$ cat config.mk
export PLATFORM = sky130hd
export DESIGN_NAME = round_robin_task_table
export DESIGN_NICKNAME = d
export VERILOG_FILES = /design/src/sv/rrtt_pkg.sv /design/src/sv/rrtt_ram.sv /design/src/sv/rrtt_seq.sv /design/src/sv/round_robin_task_table.sv
export SDC_FILE = /design/constraint.sdc
export NUM_CORES = 1
export LEC_CHECK = 0
export BUFFER_PORTS_ARGS = -buffer_cell sky130_fd_sc_hd__buf_4
export CAP_MARGIN = 20
export CORE_MARGIN = 5
export CORE_UTILIZATION = 35
export DETAILED_ROUTE_END_ITERATION = 10
export GPL_TIMING_DRIVEN = 0
export RECOVER_POWER = 100
export SYNTH_ARGS = -nofsm -noshare
export SYNTH_HDL_FRONTEND = slang
export SYNTH_SLANG_ARGS = --single-unit
$ cat constraint.sdc
create_clock -name clk -period 7 [get_ports clk]
set_input_delay 0.7 -clock clk [delete_from_list [all_inputs] [get_ports clk]]
set_output_delay 0.7 -clock clk [all_outputs]
set_load 0.02 [all_outputs]
$ cat src/sv/rrtt_pkg.sv
// shared types and constants of the round-robin task table
`default_nettype none

package rrtt_pkg;

  localparam int ID_W     = 16;
  localparam int CAP_W    = 5;
  localparam int FREE_W   = 5;
  localparam int POS_W    = 8;
  localparam int ADDR_W   = 8;

  localparam logic [CAP_W-1:0] CAP_RESET = 5'd16;
  localparam logic [POS_W-1:0] POS_RESET = 8'd255;

  typedef enum logic [1:0] {
    CMD_GET    = 2'd0,
    CMD_ADD    = 2'd1,
    CMD_REMOVE = 2'd2,
    CMD_FREE   = 2'd3
  } cmd_t;

  typedef enum logic [2:0] {
    ST_IDLE,
    ST_GET_RD,
    ST_GET_DATA,
    ST_SCAN,
    ST_DONE
  } state_t;

  typedef struct packed {
    cmd_t            command;
    logic [ID_W-1:0] task_id;
  } req_t;

  typedef struct packed {
    logic [ID_W-1:0]   next_task;
    logic              task_valid;
    logic              success;
    logic [FREE_W-1:0] free_slots;
  } rsp_t;

  typedef struct packed {
    logic              we;
    logic [ADDR_W-1:0] waddr;
    logic [ID_W-1:0]   wdata;
    logic [ADDR_W-1:0] raddr;
  } mem_req_t;

endpackage

`default_nettype wire

$ cat src/sv/rrtt_ram.sv
// task slot memory, one write and one registered read per cycle
`default_nettype none

module rrtt_ram #(
  parameter int SLOTS = 16
) (
  input  wire                      clk,
  input  rrtt_pkg::mem_req_t       mem_req,
  output logic [rrtt_pkg::ID_W-1:0] rdata
);

  localparam int AW = $clog2(SLOTS);

  logic [rrtt_pkg::ID_W-1:0] mem [SLOTS];

  always_ff @(posedge clk) begin
    if (mem_req.we) begin
      mem[mem_req.waddr[AW-1:0]] <= mem_req.wdata;
    end
    rdata <= mem[mem_req.raddr[AW-1:0]];
  end

endmodule

`default_nettype wire

$ cat src/sv/rrtt_seq.sv
// command sequencer: count, position, capacity and the compacting remove scan
`default_nettype none

module rrtt_seq #(
  parameter int SLOTS = 16
) (
  input  wire                          clk,
  input  wire                          rst,
  input  wire                          req_valid,
  input  rrtt_pkg::req_t               req,
  output logic                         req_stall,
  input  wire                          cfg_we,
  input  wire [rrtt_pkg::CAP_W-1:0]    cfg_wdata,
  input  wire                          rsp_free,
  output logic                         load,
  output rrtt_pkg::rsp_t               result,
  output rrtt_pkg::mem_req_t           mem_req,
  input  wire [rrtt_pkg::ID_W-1:0]     rdata
);

  localparam int CW = $clog2(SLOTS + 1);
  localparam int WW = (CW > rrtt_pkg::CAP_W) ? CW : rrtt_pkg::CAP_W;

  rrtt_pkg::state_t state, state_next;

  logic [CW-1:0]                 count;
  logic [rrtt_pkg::POS_W-1:0]    pos;
  logic [rrtt_pkg::CAP_W-1:0]    capacity;
  logic [rrtt_pkg::ID_W-1:0]     id;
  logic [CW-1:0]                 rd;
  logic [CW-1:0]                 wr;
  logic                          pend;
  logic [rrtt_pkg::ID_W-1:0]     next_task;
  logic                          task_valid;
  logic                          ok;

  logic                          accept;
  logic [WW-1:0]                 eff_cap;
  logic                          room;
  logic [rrtt_pkg::POS_W-1:0]    pos_inc;
  logic [rrtt_pkg::POS_W-1:0]    pos_next;
  logic                          scan_end;
  logic                          keep;
  logic [WW-1:0]                 free_w;

  assign accept = req_valid && !req_stall;

  // capacity above the built depth acts as the depth
  always_comb begin
    if (WW'(capacity) > WW'(SLOTS)) begin
      eff_cap = WW'(SLOTS);
    end else begin
      eff_cap = WW'(capacity);
    end
  end

  assign room     = WW'(count) < eff_cap;
  assign pos_inc  = pos + 1'b1;
  assign pos_next = (pos_inc >= rrtt_pkg::POS_W'(count)) ? '0 : pos_inc;
  assign scan_end = !pend && (rd >= count);
  assign keep     = pend && (rdata != id);
  assign free_w   = (eff_cap > WW'(count)) ? (eff_cap - WW'(count)) : '0;

  always_comb begin
    result.next_task  = next_task;
    result.task_valid = task_valid;
    result.success    = ok;
    result.free_slots = rrtt_pkg::FREE_W'(free_w);
  end

  // next state
  always_comb begin
    state_next = state;
    case (state)
      rrtt_pkg::ST_IDLE: begin
        if (accept) begin
          case (req.command)
            rrtt_pkg::CMD_GET: begin
              state_next = (count != '0) ? rrtt_pkg::ST_GET_RD : rrtt_pkg::ST_DONE;
            end
            rrtt_pkg::CMD_REMOVE: begin
              state_next = (count != '0) ? rrtt_pkg::ST_SCAN : rrtt_pkg::ST_DONE;
            end
            default: begin
              state_next = rrtt_pkg::ST_DONE;
            end
          endcase
        end
      end
      rrtt_pkg::ST_GET_RD:   state_next = rrtt_pkg::ST_GET_DATA;
      rrtt_pkg::ST_GET_DATA: state_next = rrtt_pkg::ST_DONE;
      rrtt_pkg::ST_SCAN: begin
        if (scan_end) begin
          state_next = rrtt_pkg::ST_DONE;
        end
      end
      rrtt_pkg::ST_DONE: begin
        if (rsp_free) begin
          state_next = rrtt_pkg::ST_IDLE;
        end
      end
      default: state_next = rrtt_pkg::ST_IDLE;
    endcase
  end

  // outputs and memory requests
  always_comb begin
    req_stall     = (state != rrtt_pkg::ST_IDLE);
    load          = 1'b0;
    mem_req.we    = 1'b0;
    mem_req.waddr = '0;
    mem_req.wdata = '0;
    mem_req.raddr = '0;
    case (state)
      rrtt_pkg::ST_IDLE: begin
        if (accept && (req.command == rrtt_pkg::CMD_ADD) && room) begin
          mem_req.we    = 1'b1;
          mem_req.waddr = rrtt_pkg::ADDR_W'(count);
          mem_req.wdata = req.task_id;
        end
      end
      rrtt_pkg::ST_GET_RD: begin
        mem_req.raddr = rrtt_pkg::ADDR_W'(pos);
      end
      rrtt_pkg::ST_SCAN: begin
        // write slot stays behind the read slot, so no forwarding is needed
        mem_req.raddr = rrtt_pkg::ADDR_W'(rd);
        if (keep) begin
          mem_req.we    = 1'b1;
          mem_req.waddr = rrtt_pkg::ADDR_W'(wr);
          mem_req.wdata = rdata;
        end
      end
      rrtt_pkg::ST_DONE: begin
        load = rsp_free;
      end
      default: begin
      end
    endcase
  end

  always_ff @(posedge clk) begin
    if (rst) begin
      state    <= rrtt_pkg::ST_IDLE;
      count    <= '0;
      pos      <= rrtt_pkg::POS_RESET;
      capacity <= rrtt_pkg::CAP_RESET;
      pend     <= 1'b0;
    end else begin
      state <= state_next;
      if (cfg_we) begin
        capacity <= cfg_wdata;
      end
      case (state)
        rrtt_pkg::ST_IDLE: begin
          if (accept) begin
            id         <= req.task_id;
            next_task  <= '0;
            task_valid <= 1'b0;
            ok         <= 1'b0;
            rd         <= '0;
            wr         <= '0;
            pend       <= 1'b0;
            case (req.command)
              rrtt_pkg::CMD_GET: begin
                if (count != '0) begin
                  pos <= pos_next;
                end
              end
              rrtt_pkg::CMD_ADD: begin
                if (room) begin
                  count <= count + 1'b1;
                  ok    <= 1'b1;
                end
              end
              default: begin
              end
            endcase
          end
        end
        rrtt_pkg::ST_GET_DATA: begin
          next_task  <= rdata;
          task_valid <= 1'b1;
        end
        rrtt_pkg::ST_SCAN: begin
          pend <= (rd < count);
          if (rd < count) begin
            rd <= rd + 1'b1;
          end
          if (keep) begin
            wr <= wr + 1'b1;
          end
          if (pend && !keep) begin
            ok <= 1'b1;
          end
          if (scan_end) begin
            count <= wr;
          end
        end
        default: begin
        end
      endcase
    end
  end

  a_count_bound: assert property (@(posedge clk) disable iff (rst)
    count <= CW'(SLOTS))
    else $error("occupied count above table depth");

  a_scan_order: assert property (@(posedge clk) disable iff (rst)
    (state == rrtt_pkg::ST_SCAN && mem_req.we) |-> (wr < rd))
    else $error("compaction write overtook the read slot");

  a_add_count: assert property (@(posedge clk) disable iff (rst)
    (accept && req.command == rrtt_pkg::CMD_ADD && room) |=>
      (count == $past(count) + 1'b1))
    else $error("stored add did not grow the count");

  a_pos_range: assert property (@(posedge clk) disable iff (rst)
    (state == rrtt_pkg::ST_GET_DATA) |-> (rrtt_pkg::POS_W'(count) > pos))
    else $error("get read past the occupied entries");

endmodule

`default_nettype wire

$ cat src/sv/round_robin_task_table.sv
// top level of the round-robin task table
`default_nettype none

// Round-robin task table: an ordered list of up to SLOTS task ids in one
// on-chip memory with a registered read. Commands are get (advance the
// round-robin position, wrapping past the last entry, and return that id),
// add (append if below capacity), remove (delete every matching id and close
// the gaps, keeping order) and free (capacity minus count, floored at zero).
// One request is worked at a time; the result sits in an output register so
// the next request can be taken while it waits. Get issues the read, captures
// the data, then holds the result; remove scans the occupied entries: the scan
// moves one entry per cycle through the single read port and writes survivors
// back behind it. The user must write the capacity register through
// cfg_we/cfg_wdata only while the table is idle; the block does not enforce
// this. Values above SLOTS act as SLOTS.
module round_robin_task_table #(
  parameter int SLOTS = 16
) (
  input  wire                       clk,
  input  wire                       rst,
  // request channel
  input  wire                       req_valid,
  output logic                      req_stall,
  input  rrtt_pkg::req_t            req,
  // response channel
  output logic                      rsp_valid,
  input  wire                       rsp_stall,
  output rrtt_pkg::rsp_t            rsp,
  // capacity register
  input  wire                       cfg_we,
  input  wire [rrtt_pkg::CAP_W-1:0] cfg_wdata
);

  rrtt_pkg::mem_req_t          mem_req;
  logic [rrtt_pkg::ID_W-1:0]   rdata;
  logic                        rsp_free;
  logic                        load;
  rrtt_pkg::rsp_t              result;

  // output slot is free when empty or being taken this cycle
  assign rsp_free = !rsp_valid || !rsp_stall;

  rrtt_seq #(
    .SLOTS (SLOTS)
  ) u_seq (
    .clk       (clk),
    .rst       (rst),
    .req_valid (req_valid),
    .req       (req),
    .req_stall (req_stall),
    .cfg_we    (cfg_we),
    .cfg_wdata (cfg_wdata),
    .rsp_free  (rsp_free),
    .load      (load),
    .result    (result),
    .mem_req   (mem_req),
    .rdata     (rdata)
  );

  rrtt_ram #(
    .SLOTS (SLOTS)
  ) u_ram (
    .clk     (clk),
    .mem_req (mem_req),
    .rdata   (rdata)
  );

  // response register, holds while stalled
  always_ff @(posedge clk) begin
    if (rst) begin
      rsp_valid <= 1'b0;
    end else if (load) begin
      rsp_valid <= 1'b1;
    end else if (!rsp_stall) begin
      rsp_valid <= 1'b0;
    end
  end

  always_ff @(posedge clk) begin
    if (load) begin
      rsp <= result;
    end
  end

endmodule

`default_nettype wire

## After elaboration in Yosys (flattened, before gate mapping)

Memory sizes are Yosys's and may differ from the RTL's. A register that Yosys moved wholly into a read port is not among the register bits.
Index checks and enable logic that the tools add are counted.

| storage, ports and cells | value |
|---|---|
| ROM bits | 0 |
| memories kept | 1 |
| memory bits (writable) | 256 |
| register bits after elaboration | 90 |
| input bits | 28 |
| latch bits | 0 |
| output and inout port bits | 25 |

| operators by class | value |
|---|---|
| reduce and logical (&&, ||, !) cells | 27 |
| shift-type cells | 0 |
| bitwise operators | 1 |
| muxes and demuxes | 38 |
| divide/modulo/power cells | 0 |
| multiply operators | 0 |
| magnitude comparators | 6 |
| add/sub/neg operators | 5 |
| equal/unequal tests | 16 |

Memory list:

| memory | depth | width | read ports | clocked after memory_dff | wr ports | RTL line | source |
|---|---|---|---|---|---|---|---|
| u_ram.mem | 16 | 16 | 1 | 1 | 1 | rrtt_ram.sv:14 | `logic [rrtt_pkg::ID_W-1:0] mem [SLOTS];` |

Operators with widths:

| kind | number |
|---|---|
| 25-bit two-way mux | 2 |
| 25-bit case mux with 2 select lines | 1 |
| 5-bit two-way mux | 8 |
| 16-bit case mux with 2 select lines | 1 |
| 5-bit case mux with 2 select lines | 3 |
| 2-bit by 1-bit != test with 1-bit output (second input constant) | 9 |
| 16-bit two-way mux | 1 |
| 16-bit != test | 1 |
| 4-bit AND reduction | 4 |
| 5-bit by 1-bit adder with 5-bit output (second input constant) | 3 |
| 3-bit two-way mux | 5 |
| 3-bit case mux with 5 select lines | 1 |
| 5-bit less-than comparator | 2 |
| 1-bit two-way mux | 10 |
| 3-bit AND reduction | 3 |
| 8-bit by 1-bit adder with 8-bit output (second input constant) | 1 |
| 8-bit by 5-bit >= comparator with 1-bit output | 1 |
| 8-bit two-way mux | 1 |
| 4-bit case mux with 2 select lines | 1 |
| 3-bit by 2-bit equality test with 1-bit output (second input constant) | 2 |
| 1-bit logical AND | 6 |
| 1-bit case mux with 2 select lines | 3 |
| 3-bit case mux with 2 select lines | 1 |
| 5-bit >= comparator | 1 |
| 17 further kinds | 22 |

## Logic depth before layout (Yosys ltp)

Gate-level depths: netlist (run 1).

| depth | value |
|---|---|
| depth in word-level cells | 9 |
| depth in mapped cells | 11 |

## Modules after synthesis

Synthesis (run 1) repeated with hierarchy kept, for this count alone.

| unflattened totals | value |
|---|---|
| cells, all modules | 833 |
| area, all modules | 14601.5 um2 |

By module, submodules not included:

| module | cells each | seq. area each (um2) | area each (um2) | times used |
|---|---|---|---|---|
| rrtt_ram | 432 | 8007.7 | 10042.1 | 1 |
| rrtt_seq | 374 | 1761.7 | 3836.2 | 1 |
| round_robin_task_table | 27 | 710.7 | 723.2 | 1 |

## Worst setup path after synthesis (run 1)

OpenSTA, ideal clock, no wires.

| timing | value |
|---|---|
| kind | in2reg |
| start point | input port req_valid |
| end point | memory u_ram.mem[10][0] (netlist name), enable pin |
| stages on the path | 9 |
| required time | 6.612 ns |
| path buffers | 3 |
| data arrival time | 2.922 ns |
| slack | 3.690 ns |
| setup time | 0.388 ns |
| cell sequence | or4b_1 > buf_2 > a311oi_1 > o31a_1 > buf_6 > buf_6 > a32oi_1 > or2_1 > nor2_1 |

| between the ends | value |
|---|---|
| longest elaborated chain between the ends | 7 |

RTL lines:

| element | RTL line | source |
|---|---|---|
| start, declared | round_robin_task_table.sv:22 | `input wire req_valid,` |
| 1-bit logical AND (*) | rrtt_seq.sv:46 | `assign accept = req_valid && !req_stall;` |
| 1-bit logical AND (*) (2 in series) | rrtt_seq.sv:116 | `if (accept && (req.command == rrtt_pkg::CMD_ADD) && room) begin` |
| 25-bit two-way mux (*) | rrtt_seq.sv:116 |  |
| 25-bit case mux with 2 select lines (*) | rrtt_seq.sv:114 | `case (state)` |
| 1-bit two-way mux | rrtt_ram.sv:17 | `if (mem_req.we) begin` |
| 1-bit two-way mux (not written as such) | rrtt_ram.sv:18 | `mem[mem_req.waddr[AW-1:0]] <= mem_req.wdata;` |
| end, declared | rrtt_ram.sv:14 |  |

Every way passes the cells marked *; elsewhere a longest branch is shown, timed or not.

## Final worst setup path (run 1)

| timing | value |
|---|---|
| start point | register u_seq.count[2] |
| end point | memory u_ram.mem[2][8] (netlist name), enable pin |

| between the ends | value |
|---|---|
| longest elaborated chain between the ends | 6 |

RTL lines:

| element | RTL line | source |
|---|---|---|
| start, declared | rrtt_seq.sv:26 | `logic [CW-1:0] count;` |
| start signal, assigned | rrtt_seq.sv:172 | `count <= count + 1'b1;` |
| start signal, assigned | rrtt_seq.sv:197 | `count <= wr;` |
| 5-bit less-than comparator | rrtt_seq.sv:57 | `assign room = WW'(count) < eff_cap;` |
| 1-bit logical AND | rrtt_seq.sv:116 |  |
| 25-bit two-way mux (*) | rrtt_seq.sv:116 |  |
| 25-bit case mux with 2 select lines (*) | rrtt_seq.sv:114 |  |
| 1-bit two-way mux | rrtt_ram.sv:17 |  |
| 1-bit two-way mux (not written as such) | rrtt_ram.sv:18 |  |

Marked as above.

==> impl_metrics.ini, run 1 <==
[detailed_routing]
totalWireLength_um = 38030
drtIter0Drc = 1054
vias = 9630
first_pass_iters = 5
wl_per_cell_um = 20.86
vias_per_cell = 5.283
drc = 0
ant_nets = 0

[synthesis]
netlist_top_cells_count = edfxtp_1 (323), nand2_1 (244), nand3_1 (91)
synth_seq_cells = 362
synth.area.top_cells = edfxtp_1 (65%), nand2_1 (6.1%), dfxtp_1 (5.2%)
ys.flop_type = edfxtp_1
ys_seq_area_share_pct = 70.14
synth.most_common_cell = edfxtp_1
avgSynthCellArea_um2 = 13.05
synth_area_um2 = 14940
ys_warn_count = 0
synth_top_cell_by_area = edfxtp_1
synth_edf_count = 323
synth.distinct_cells = 63
synth_nets = 1194
netlist_instances = 1145
synth_top_area_share_pct = 64.91
ys_async_sr_fraction_pct = 0

[cells_and_area]
final-seq-area_um2 = 10480
multi_input_area_um2 = 4043
area_delta_synth_final_pct = 14.10
drive_gt1_share_pct = 6.386
stdcell_count = 1823
final_nets = 1305
diodes = 0
n_fill_cell = 3909

[placed_design]
placed_cells = 1754
pre_cts_slack_ps = 3119
gp_congestion = 0.8384
io_buffer_count = 51
hpwl_um = 25980

[global_route]
grt.total_usage_pct = 15.84
grt_pass1_wl_um = 56590
grt_pass1_vias = 9294
antenna_found_initial = 1
grt-ovfl-total = 0
grt_max_degree = 18

[clock_network]
cts_root_buf = clkbuf_16
h-tree-depth = 2
cts_resized = 0
numCtsBuffers = 39
cts_hold_buffers = 0
tritoncts = built
clock-sinks = 362
clkLatencyLatePin_ps = 530
path_clk_slew_ps = 60
postCtsSetupBuffers = 0
clk_path_buf_depth = 3

[worst_setup_path]
r2r_slack_ps = 2130
worstPathArrival_ps = 5040
timing.rr.start = u_seq.count[2]
endpoint = u_ram.mem[2][8]
rr_worst_depth = 12
critPathKind = register to register
r2r-end = u_ram.mem[2][8]
cp_max_fo = 10
cp-start-kind = register
crit_path_start = u_seq.count[2]
critical_path_required_ps = 7170
end_kind = register

[power_and_ir_drop]
internal_power_mw = 3.589
p_total_mw = 4.551
pwr-share-clk_pct = 43.2
switching_share_pct = 21.13
leakagePower_nw = 5.945
seqPwrFrac_pct = 52.7
share_comb_of_total_power_pct = 4.1
p_switching_uw = 961.7
powerDensity_nw_per_um2 = 266.9
ir_drop_mv = 0.1445

[hold_path]
hold_class = input port to register

[die]
start_util_pct = 35.46
coreArea_um2 = 42130
die_y_um = 216.6
rows = 75
ioPinCount = 53
die_w_um = 216.6
die-area_um2 = 46920

[sta]
worst_slack_ps = 2131
fin_skew_ps = 16.43
finalSetupViolations = 0
slew_violations = 0
max_freq_mhz = 205.4
hold_violations = 0
fin_crit_sh_pct = 69.55
rsz0062_at_grt = false
finalSetupTns_ps = 0
slew_headroom_pct = 14.29
period_minus_slack_ps = 4869
worstMarginPinSlew_ps = 1274
hold_slack_ps = 399.1

[run_status]
status = complete, no violations

[flow_run]
maxCapViolCount = 0
-- state kept, by name, summed over array words and instances, names as in the netlist, 8 cells and up --
name	count
u_ram.mem	256
rsp	23
u_ram.rdata	16
u_seq.id	16
u_seq.next_task	16
u_seq.pos	8
-- layer usage --
| metal | routed length, um | track usage (%) | vias up |
|---|---|---|---|
| li1 | - | - | 4513 |
| met1 | 16480 | 22.09 | 4712 |
| met2 | 17860 | 25.94 | 332 |
| met3 | 2679 | 2.526 | 73 |
| met4 | 1010 | 4.325 | 0 |
| met5 | 0 | 0 | - |
-- cells in the final DEF, fill, tap and decap left out, types with 4 or more instances in the layout --
master / synthesis / layout
xor2_1: 24 / 24
and3_1: 38 / 38
inv_1: 14 / 14
nand2_1: 244 / 244
clkinv_2: 0 / 8
xnor2_1: 5 / 5
clkinv_1: 0 / 11
nand2b_1: 9 / 9
a311o_1: 16 / 16
buf_4: 1 / 10
nor2_1: 46 / 47
edfxtp_1: 323 / 323
o21ai_0: 9 / 11
nor3_1: 4 / 4
nand3_1: 91 / 91
nor2b_1: 6 / 6
clkbuf_16: 0 / 41
a211oi_1: 20 / 20
dfxtp_1: 39 / 39
and2_0: 1 / 17
ha_1: 20 / 20
a311oi_1: 33 / 33
a21oi_1: 15 / 15
clkbuf_1: 43 / 118
buf_2: 13 / 8
mux2i_1: 6 / 6
nor4_1: 6 / 6
a22o_1: 16 / 16
a32oi_1: 4 / 4
a31oi_1: 16 / 16
buf_1: 10 / 8
-- worst max-delay path, stage by stage (launching register included) --
cell	delay (ps)
dfxtp_1	300
clkbuf_1	320
inv_1	250
ha_1	400
and3_1	240
a311oi_1	280
o31a_1	170
clkbuf_1	370
clkbuf_1	410
a32oi_1	230
nand2b_1	310
nor2_1	740
clkbuf_1	460
-- cell families (layout without fill, tap and decap cells) --
| group | Yosys count | after routing | synth area share, % |
|---|---|---|---|
| mux | 9 | 9 | 0.6280 |
| flops | 362 | 362 | 70.14 |
| fa+ha+maj | 21 | 21 | 1.809 |
| xor+xnor | 29 | 29 | 1.700 |
| compound gates | 161 | 161 | 8.525 |
| simple gates | 478 | 478 | 14.59 |
| buf+inv | 85 | 224 | 2.613 |
-- per-stage QoR --
step	utilization [%]	area [um2]
floorplan	-	14940
global placement	37.97	16000
detailed placement	38.48	16210
CTS	41.38	17430
global route	40.46	17050
finish	40.46	17050
-- area by class of cell --
type                            instances  share of cell area [%]
Inverter                               14                  0.3082
Buffer                                 71                   1.644
Sequential cell                       362                   61.47
Clock buffer                           46                   6.245
Timing Repair Buffer                   70                   1.739
Clock inverter                         23                  0.9247
Tap cell                              539                   3.956
Multi-Input combinational cell        698                   23.71
-- power groups by stage --
| stage | combinational (mW) | sequential, mW | clock (mW) |
|---|---|---|---|
| 4_1_cts | 0.208 | 2.40 | 2.00 |
| 5_1_grt | 0.203 | 2.40 | 2.10 |
| 3_5_place_dp | 0.207 | 2.44 | 0 |
| 2_1_floorplan | 0.105 | 2.45 | 0 |
| 6_report | 0.186 | 2.40 | 1.97 |
| 3_3_place_gp | 0.200 | 2.44 | 0 |
-- how the worst min path moves through the flow --
stage / start / end / slack [ps] / depth (start not counted)
2_1_floorplan: u_seq.next_task[3] / rsp[10] / 400 / 0
3_3_place_gp: u_seq.next_task[6] / rsp[13] / 400 / 0
3_5_place_dp: u_seq.next_task[12] / rsp[19] / 400 / 0
4_1_cts: req[3] / u_seq.id[3] / 350 / 1
5_1_grt: cfg_wdata[4] / u_seq.capacity[4] / 410 / 3
6_report: cfg_wdata[4] / u_seq.capacity[4] / 400 / 3
Note: power is estimated with default switching activity, not from simulation.
==> run 2, diff against run 1 <==
Clock period 7 ns to 4.1 ns, I/O delays scaled along.
==> run 2 against run 1 <==
  * Cell count stayed put
  * Register-to-register slack got worse by 2000 ps
  * Critical endpoint is now u_ram.mem[13][14]
  * Critical path type unchanged
  * Setup slack got worse by 2000 ps
  * Largest cell class unchanged
  * Maximum frequency rose by 23%
==> impl_metrics.ini, run 2 (synthesized netlist as in run 1, its figures left out) <==
[cells_and_area]
largest_register_ffs = 256
diodes = 0
mostFrequentLayoutCell = edfxtp_1
multi_input_area_um2 = 4043
final_util_pct = 40.69
final_nets = 1305
n_fill_cell = 3892
drive_gt1_share_pct = 7.788
area_delta_synth_final_pct = 14.75
final_cell_area_um2 = 17150
final_cell_mix = edfxtp_1 (323), nand2_1 (244), clkbuf_1 (99)
final-seq-area_um2 = 10480

[sta]
slew_headroom_pct = 14.24
worstMarginPinSlew_ps = 1275
hold_violations = 0
max_freq_mhz = 253.5
fin_crit_sh_pct = 96.22
finalSetupViolations = 0
worst_slack_ps = 154.9
slew_violations = 0
fin_skew_ps = 14.66
finalSetupTns_ps = 0
rsz0062_at_grt = false
period_minus_slack_ps = 3945

[hold_path]
min_from = cfg_wdata[4]
hold_class = input port to register
whs_endpoint = u_seq.capacity[4]
hold_depth = 3

[die]
rows = 75
die-area_um2 = 46920
start_util_pct = 35.46
ioPinCount = 53
die_y_um = 216.6
die_w_um = 216.6
coreArea_um2 = 42130

[worst_setup_path]
cp-start-kind = register
end_kind = register
path_buf_inv = 4
path_cells = bufbuf_16 > inv_1 > ha_1 > and3_1 > o21a_1 > o31a_1 > buf_6 > a32o_1 > nand2b_1 > nor2_1 > dlymetal6s2s_1
slowest_stage = nor2_1
cp_slowest_stage_delay_ps = 570
cp_max_fo = 10
r2r_slack_ps = 150
critical_path_required_ps = 4270
rr_worst_depth = 11
critPathKind = register to register
r2r-end = u_ram.mem[13][14]
worstPathArrival_ps = 4110
timing.rr.start = u_seq.count[2]
path_delay_family = simple AND/OR/NAND/NOR gates

[power_and_ir_drop]
powerDensity_nw_per_um2 = 453.1
ir_drop_mv = 0.2447
leakagePower_nw = 6.047

[global_route]
grt_pass1_vias = 9294
grt.total_usage_pct = 15.84
grt_pass1_wl_um = 56590
grt-ovfl-total = 0
grt_max_degree = 18
antenna_found_initial = 1

[clock_network]
tritoncts = built
postCtsSetupBuffers = 0
numCtsBuffers = 39
clkLatencyLatePin_ps = 530
clk_path_buf_depth = 3
clock-sinks = 362
h-tree-depth = 2
cts_resized = 0
cts_hold_buffers = 0
cts_root_buf = clkbuf_16
path_clk_slew_ps = 60

[detailed_routing]
vias_per_cell = 5.280
totalWireLength_um = 38080
wl_per_cell_um = 20.89
drc = 0
ant_nets = 0
drtIter0Drc = 1022
vias = 9625
first_pass_iters = 5

[run_status]
status = complete, no violations

[placed_design]
placed_cell_area_um2 = 16210
gp_congestion = 0.8384
io_buffer_count = 51
hpwl_um = 25980
pre_cts_slack_ps = 219.1

[flow_run]
maxCapViolCount = 0
[run 2: power by group]
group	switching, mW	leakage, nW	total (mW)	internal (mW)
clock network	1.38	0.604	3.35	1.97
logic	0.222	2.14	0.319	0.0972
registers	0.0341	3.30	4.10	4.06
total	1.64	6.05	7.77	6.13
[run 2: routing by layer]
| layer | vias to the layer above | wire length, um | GRT usage (%) |
|---|---|---|---|
| li1 | 4508 | - | - |
| met1 | 4685 | 16380 | 22.09 |
| met2 | 364 | 17930 | 25.94 |
| met3 | 68 | 2848 | 2.526 |
| met4 | 0 | 915 | 4.325 |
| met5 | - | 0 | 0 |
[run 2: through the flow]
| stage | std cells | hold slack [ps] | total power, mW |
|---|---|---|---|
| after CTS | 1823 | 60.86 | 7.871 |
| after global placement | 1735 | 400.6 | 4.515 |
| after detailed placement | 1754 | 404.5 | 4.527 |
| after global routing | 1823 | 115.7 | 8.039 |
| final | 1823 | 110.0 | 7.768 |
| after floorplan | 1145 | 400.3 | 4.368 |
[run 2: area by class of cell]
| type | instances | area share (%) |
|---|---|---|
| clock inverters | 23 | 0.9195 |
| well taps | 539 | 3.933 |
| repair buffers | 70 | 2.036 |
| inverters | 14 | 0.3065 |
| clock buffers | 46 | 6.210 |
| plain buffers | 71 | 1.890 |
| multi-input cells | 698 | 23.58 |
| flip-flops and latches | 362 | 61.13 |
[run 2: worst reg2reg max path, stage by stage (launching register included)]
cell	delay, ps
dfxtp_1	290
bufbuf_16	260
inv_1	210
ha_1	330
and3_1	240
o21a_1	130
o31a_1	250
buf_6	150
a32o_1	260
nand2b_1	360
nor2_1	580
dlymetal6s2s_1	540
[run 2: how the worst max path moves through the flow]
stage	start	to	slack, ps	cells after the start
floorplan	u_seq.count[2]	u_ram.mem[8][0]	850	11
global placement	u_seq.count[2]	u_ram.mem[5][10]	-40	10
detailed placement	u_seq.count[2]	u_ram.mem[2][5]	220	11
CTS	u_seq.count[2]	u_ram.mem[2][8]	190	11
global route	u_seq.count[2]	u_ram.mem[1][9]	30	11
finish	u_seq.count[2]	u_ram.mem[13][14]	150	11
